## config.mk

```make
export PLATFORM = sky130hd
export DESIGN_NAME = hsv_to_rgb_converter_unit
export DESIGN_NICKNAME = d
export VERILOG_FILES = /design/src/hsvrgb_pkg.sv /design/src/hsvrgb_fxmul.sv /design/src/hsv_to_rgb_converter_unit.sv
export SDC_FILE = /design/constraint.sdc
export NUM_CORES = 2
export LEC_CHECK = 0
export BUFFER_PORTS_ARGS = -buffer_cell sky130_fd_sc_hd__buf_2
export CAP_MARGIN = 20
export CORE_AREA = 2 2 468 330
export DETAILED_ROUTE_END_ITERATION = 12
export DIE_AREA = 0 0 470 332
export PLACE_DENSITY_LB_ADDON = 0.05
export SYNTH_ARGS = -nofsm -noshare
export SYNTH_HDL_FRONTEND = slang
export SYNTH_SLANG_ARGS = --single-unit
```

## constraint.sdc

```tcl
create_clock -name clk -period 7.6 [get_ports clk]
set_input_delay 0.76 -clock clk [delete_from_list [all_inputs] [get_ports clk]]
set_output_delay 0.76 -clock clk [all_outputs]
set_load 0.01 [all_outputs]
```

## src/hsvrgb_pkg.sv

```systemverilog
// Shared types and constants for the HSV to RGB colour converter.
`timescale 1ns / 1ps

package hsvrgb_pkg;

	// Width of one colour channel and of the hue fraction.
	localparam int CH_BITS = 16;

	typedef logic [CH_BITS-1:0] chan_t;
	// One bit wider than a channel so that the exact value 1.0 (2^CH_BITS) fits.
	typedef logic [CH_BITS:0]   opnd_t;
	// Hue times six: three sector bits above the fraction.
	typedef logic [CH_BITS+2:0] hue6_t;

	localparam opnd_t CH_ONE = opnd_t'(1) << CH_BITS;

	// Hue sectors of sixty degrees each.
	typedef enum logic [2:0] {
		SECT_RY = 3'd0,
		SECT_YG = 3'd1,
		SECT_GC = 3'd2,
		SECT_CB = 3'd3,
		SECT_BM = 3'd4,
		SECT_MR = 3'd5
	} sector_t;

endpackage : hsvrgb_pkg

```

## src/hsvrgb_fxmul.sv

```systemverilog
// Fixed-point fraction multiplier: (a * b) truncated to a channel-wide result.
`timescale 1ns / 1ps

module hsvrgb_fxmul (
	input  hsvrgb_pkg::chan_t a,
	input  hsvrgb_pkg::opnd_t b,
	output hsvrgb_pkg::chan_t y
);
	import hsvrgb_pkg::*;

	logic [2*CH_BITS:0] prod;

	// b never exceeds 1.0, so the shifted product always fits one channel.
	assign prod = {{(CH_BITS+1){1'b0}}, a} * {{CH_BITS{1'b0}}, b};
	assign y    = prod[CH_BITS +: CH_BITS];

endmodule : hsvrgb_fxmul

```

## src/hsv_to_rgb_converter_unit.sv

```systemverilog
// Top level of the HSV to RGB colour converter with alpha pass-through.
// An accepted input passes registered stages one to four; stage four drives the output.
// Throughput: one pixel per cycle while the output is not stalled; stages two and three
// hold three and two 16 by 17 bit multipliers and set the clock; output stall back-pressures.
// Reset: arst_n clears every stage valid bit asynchronously; payload registers keep no reset.
`timescale 1ns / 1ps

module hsv_to_rgb_converter_unit (
	input  logic              clk,
	input  logic              arst_n,
	input  logic              in_valid,
	output logic              in_stall,
	input  hsvrgb_pkg::chan_t hue,
	input  hsvrgb_pkg::chan_t saturation,
	input  hsvrgb_pkg::chan_t brightness,
	input  hsvrgb_pkg::chan_t alpha_in,
	output logic              out_valid,
	input  logic              out_stall,
	output hsvrgb_pkg::chan_t red,
	output hsvrgb_pkg::chan_t green,
	output hsvrgb_pkg::chan_t blue,
	output hsvrgb_pkg::chan_t alpha_out
);
	import hsvrgb_pkg::*;

	// Each stage advances when it is empty or the stage after it advances, so bubbles
	// are squeezed out and a full pipeline keeps accepting while the output is taken.
	logic adv1, adv2, adv3, adv4;

	// Stage 1: hue times six is split into a sector and a fraction.
	logic    valid_s1;
	sector_t sector_s1;
	chan_t   frac_s1;
	chan_t   sat_s1;
	chan_t   val_s1;
	chan_t   alpha_s1;
	logic    grey_s1;

	// Stage 2: p and the two saturation products s*f and s*(1-f).
	logic    valid_s2;
	sector_t sector_s2;
	chan_t   sf_s2;
	chan_t   sfc_s2;
	chan_t   p_s2;
	chan_t   val_s2;
	chan_t   alpha_s2;
	logic    grey_s2;

	// Stage 3: q and t.
	logic    valid_s3;
	sector_t sector_s3;
	chan_t   p_s3;
	chan_t   q_s3;
	chan_t   t_s3;
	chan_t   val_s3;
	chan_t   alpha_s3;
	logic    grey_s3;

	// Stage 4: routed colour outputs, which also serve as the output register.
	logic    valid_s4;
	chan_t   red_s4;
	chan_t   green_s4;
	chan_t   blue_s4;
	chan_t   alpha_s4;
	logic    grey_s4;
	chan_t   val_s4;

	hue6_t   hue6;
	opnd_t   frac_c;
	chan_t   sf_c, sfc_c, p_c, q_c, t_c;
	chan_t   red_c, green_c, blue_c;

	assign adv4     = !valid_s4 || !out_stall;
	assign adv3     = !valid_s3 || adv4;
	assign adv2     = !valid_s2 || adv3;
	assign adv1     = !valid_s1 || adv2;
	assign in_stall = !adv1;

	// Multiplication by six as two shifted additions.
	assign hue6 = (hue6_t'(hue) << 2) + (hue6_t'(hue) << 1);

	always_ff @(posedge clk or negedge arst_n) begin
		if (!arst_n) begin
			valid_s1 <= 1'b0;
		end else if (adv1) begin
			valid_s1 <= in_valid;
		end
	end

	always_ff @(posedge clk) begin
		if (adv1 && in_valid) begin
			sector_s1 <= sector_t'(hue6[CH_BITS +: 3]);
			frac_s1   <= hue6[CH_BITS-1:0];
			sat_s1    <= saturation;
			val_s1    <= brightness;
			alpha_s1  <= alpha_in;
			grey_s1   <= (saturation == '0);
		end
	end

	// The complement of the fraction is taken against exactly 1.0, so f = 0 gives 1.0.
	assign frac_c = CH_ONE - {1'b0, frac_s1};

	hsvrgb_fxmul u_mul_sf  (.a(sat_s1), .b({1'b0, frac_s1}), .y(sf_c));
	hsvrgb_fxmul u_mul_sfc (.a(sat_s1), .b(frac_c),          .y(sfc_c));
	hsvrgb_fxmul u_mul_p   (.a(val_s1), .b({1'b0, ~sat_s1}), .y(p_c));

	always_ff @(posedge clk or negedge arst_n) begin
		if (!arst_n) begin
			valid_s2 <= 1'b0;
		end else if (adv2) begin
			valid_s2 <= valid_s1;
		end
	end

	always_ff @(posedge clk) begin
		if (adv2 && valid_s1) begin
			sector_s2 <= sector_s1;
			sf_s2     <= sf_c;
			sfc_s2    <= sfc_c;
			p_s2      <= p_c;
			val_s2    <= val_s1;
			alpha_s2  <= alpha_s1;
			grey_s2   <= grey_s1;
		end
	end

	// Full scale minus a channel value is its bitwise complement.
	hsvrgb_fxmul u_mul_q (.a(val_s2), .b({1'b0, ~sf_s2}),  .y(q_c));
	hsvrgb_fxmul u_mul_t (.a(val_s2), .b({1'b0, ~sfc_s2}), .y(t_c));

	always_ff @(posedge clk or negedge arst_n) begin
		if (!arst_n) begin
			valid_s3 <= 1'b0;
		end else if (adv3) begin
			valid_s3 <= valid_s2;
		end
	end

	always_ff @(posedge clk) begin
		if (adv3 && valid_s2) begin
			sector_s3 <= sector_s2;
			p_s3      <= p_s2;
			q_s3      <= q_c;
			t_s3      <= t_c;
			val_s3    <= val_s2;
			alpha_s3  <= alpha_s2;
			grey_s3   <= grey_s2;
		end
	end

	// Sector routing; zero saturation overrides it with grey.
	always_comb begin
		red_c   = val_s3;
		green_c = val_s3;
		blue_c  = val_s3;
		if (!grey_s3) begin
			unique case (sector_s3)
				SECT_RY: begin
					red_c = val_s3; green_c = t_s3;   blue_c = p_s3;
				end
				SECT_YG: begin
					red_c = q_s3;   green_c = val_s3; blue_c = p_s3;
				end
				SECT_GC: begin
					red_c = p_s3;   green_c = val_s3; blue_c = t_s3;
				end
				SECT_CB: begin
					red_c = p_s3;   green_c = q_s3;   blue_c = val_s3;
				end
				SECT_BM: begin
					red_c = t_s3;   green_c = p_s3;   blue_c = val_s3;
				end
				default: begin
					red_c = val_s3; green_c = p_s3;   blue_c = q_s3;
				end
			endcase
		end
	end

	always_ff @(posedge clk or negedge arst_n) begin
		if (!arst_n) begin
			valid_s4 <= 1'b0;
		end else if (adv4) begin
			valid_s4 <= valid_s3;
		end
	end

	always_ff @(posedge clk) begin
		if (adv4 && valid_s3) begin
			red_s4   <= red_c;
			green_s4 <= green_c;
			blue_s4  <= blue_c;
			alpha_s4 <= alpha_s3;
			grey_s4  <= grey_s3;
			val_s4   <= val_s3;
		end
	end

	assign out_valid = valid_s4;
	assign red       = red_s4;
	assign green     = green_s4;
	assign blue      = blue_s4;
	assign alpha_out = alpha_s4;

	// A grey pixel has all three colour components equal to its brightness.
	a_grey_out: assert property (@(posedge clk) disable iff (!arst_n)
		(valid_s4 && grey_s4) |-> (red == val_s4 && green == val_s4 && blue == val_s4))
		else $error("grey pixel has unequal colour components");

	// The brightest component always equals the value, and none exceeds it.
	a_max_is_value: assert property (@(posedge clk) disable iff (!arst_n)
		valid_s4 |-> ((red == val_s4 || green == val_s4 || blue == val_s4)
			&& red <= val_s4 && green <= val_s4 && blue <= val_s4))
		else $error("colour component does not match brightness bound");

	// An empty first stage never back-pressures the input.
	a_empty_no_stall: assert property (@(posedge clk) disable iff (!arst_n)
		!valid_s1 |-> !in_stall)
		else $error("input stalled with an empty first stage");

	// A stalled stage three keeps its transaction rather than dropping it.
	a_s3_held: assert property (@(posedge clk) disable iff (!arst_n)
		(valid_s3 && !adv3) |=> (valid_s3 && $stable(q_s3) && $stable(t_s3)))
		else $error("stalled stage three lost its contents");

endmodule : hsv_to_rgb_converter_unit
```

==> flow_summary.toml <==
[routing]
vias_per_cell = 4.77
antenna_left = 0
route.detailed.drc = 0
firstDrtPassIters = 5
routedWlPerCell_um = 21.2
via_count = 35426
drt_iter0_drc = 2114
wirelength_um = 158000

[timing]
hold_violations = 0
slew_headroom = 0.247
fin_crit_sh = 0.952
fmax_mhz = 138
finalMaxSlewViolations = 0
finClkSkew_ns = 0.0565
finalSetupViolations = 0
post-route-min-period_ns = 7.24
tightest_slew_ns = 1.13

[cells_and_area]
areaGrowthSynthToFinish_pct = 9.16
post-route-util = 0.379
final_area_um2 = 57600
nets = 6926
seq_area_um2 = 9080
layout-drive-gt1-share = 0.0712
multiInputGateArea_um2 = 38400
fillers = 15281

[synth]
yosysWarningCount = 0
synth_top_area_frac = 0.361
yosysMostFrequentCell = "inv_1"
synth_area_leaders = "fa_1, edfxtp_1, ha_1"
netlist_instances = 5306
synth.largest_area_cell = "fa_1"
synthArstFlopShare = 0.0132
ys.flop_type = "edfxtp_1"
synth_nets = 6848
avgSynthCellArea_um2 = 9.94
synth_edf_count = 299
synthesis.area_um2 = 52800
synthTopCellsByCount = "inv_1, fa_1, ha_1, nand2b_1, nand2_1"
synthDistinctLibCells = 71
ys_ff_latch = 303
yosysSeqAreaShare = 0.172

[floorplanning]
die_h_um = 332
num_rows = 120
fp.dieW_um = 470
die_area_um2 = 156000
start_util = 0.347
core_um2 = 152000
ios = 134

[setup_path]
required_ns = 8.00
cp_top_family = "adder cells"
path_class = "register to register"
cp_common_cell = "fa_1"
crit_fanout = 6
cp-end-kind = "register"
worst-path-buf-inv = 4
setup.worst_path.start_class = "register"
max_stage_delay_ns = 0.55
cp.arrival_ns = 7.64
cp_slowest_cell = "fa_1"

[global_route]
grt_max_degree = 65
grt.overflow.total = 0
grt_pass1_wl_um = 245000
grt.busiest_layer = "met1"
antenna_found_initial = 12
grtUsageMet3 = 0.0354
gr-usage-met2 = 0.296
grt_pass1_vias = 38232
grt_util_all_layers = 0.207
gr-usage-met1 = 0.331

[clock_tree]
cts_buffers = 40
cts.path.max_buffers = 3
htreeDepth = 2
clock-sinks = 303
cts_tree = "built"
cts_root_buf = "clkbuf_16"
clk_latency_ns = 0.65
clk_pin_slew_ns = 0.07

[status]
status = "completed"

[placed_design]
finalWeightedCongestion = 0.815
hpwlAfterDp_um = 123000
place_area_um2 = 56300
portBuffers = 133

[worst_hold_path]
hold_path.class = "primary input to register"

[job]
cap_violations = 0
[kinds of logic after synthesis]
group | Yosys count | synth area share
AOI/OAI and AO/OA | 372 | 0.0476
buffers and inverters | 1423 | 0.101
and+or+nand+nor | 1566 | 0.164
muxes | 66 | 0.0125
adders and majority gates | 1474 | 0.485
xor gates and xnor gates | 102 | 0.0169
DFF | 303 | 0.172
[cell type report]
type / instances / area share
antenna: 4 / 0.000174
clock inverter: 23 / 0.00361
tap: 2013 / 0.0437
inverter: 1170 / 0.0763
sequential: 303 / 0.158
clock buffer: 45 / 0.0177
multi-input combinational: 3580 / 0.667
timing repair buffer: 289 / 0.0335
[final timing paths]
| check | start | endpoint | slack (ns) | depth (start not counted) |
|---|---|---|---|---|
| max | frac_s1[3] | sfc_s2[15] | 0.36 | 26 |
| min | brightness[10] | val_s1[10] | 0.29 | 1 |
| max reg2reg | frac_s1[3] | sfc_s2[15] | 0.36 | 26 |
| min reg2reg | alpha_s3[5] | alpha_out[5] | 0.40 | 0 |
| max in group asynchronous | arst_n | valid_s3 | 7.03 | 2 |
| min in group asynchronous | arst_n | out_valid | 0.45 | 2 |
[repair_timing]
action	in CTS	in global routing
endpoints found under the setup margin	1	11
gates resized for setup	1	16
setup buffers	0	0
hold buffers	1	0
hold endpoints to repair	4	0
[metal layers]
metal	wire, um	vias up
met1	83400	18234
met5	0	-
met4	1560	0
li1	-	16346
met2	63500	771
met3	9140	75
[layout by cell type, fill, tap and decap left out, drive strengths merged, types with 27 or more instances in the layout]
cell type,n
inv,1174
fa,952
ha,522
nand2b,496
nand2,342
edfxtp,299
buf,288
nor2b,284
and2,190
a21oi,109
nor2,102
xnor2,72
mux2i,66
o21ai,64
clkbuf,45
nor3,36
a21o,34
o22a,32
xor2,30
nand3,27
[worst register-to-register path: stages (launching register included)]
cell and delay (ns):
edfxtp_1 0.38, nor2_1 0.21, nand3_1 0.12, or3_1 0.38, or3_4 0.43, nor3_2 0.18, xnor2_2 0.21, nand2_1 0.13
fa_1 0.50, fa_1 0.55, inv_1 0.05, fa_1 0.48, fa_1 0.51, fa_1 0.49, inv_1 0.05, fa_1 0.48
inv_1 0.05, ha_1 0.29, buf_4 0.12, o211ai_1 0.08, o21ai_1 0.15, a41oi_1 0.18, a211o_4 0.38, a211oi_2 0.27
nor2_1 0.10, a21oi_1 0.17, xnor2_1 0.08
[per-stage QoR]
stage | hold slack (ns) | cells | setup WS (ns) | TNS (ns)
after CTS | 0.238 | 7423 | 0.00246 | 0
after floorplan | 0.400 | 5306 | 0.168 | 0
after global placement | 0.401 | 7354 | -0.00850 | -0.00850
final | 0.287 | 7427 | 0.362 | 0
after global routing | 0.251 | 7424 | -0.00195 | -0.00195
after detailed placement | 0.405 | 7354 | -0.0186 | -0.0186
Power is left out: the tool's default activity adds up to more than one toggle a clock period on the data nets, which glitch-free logic cannot reach.
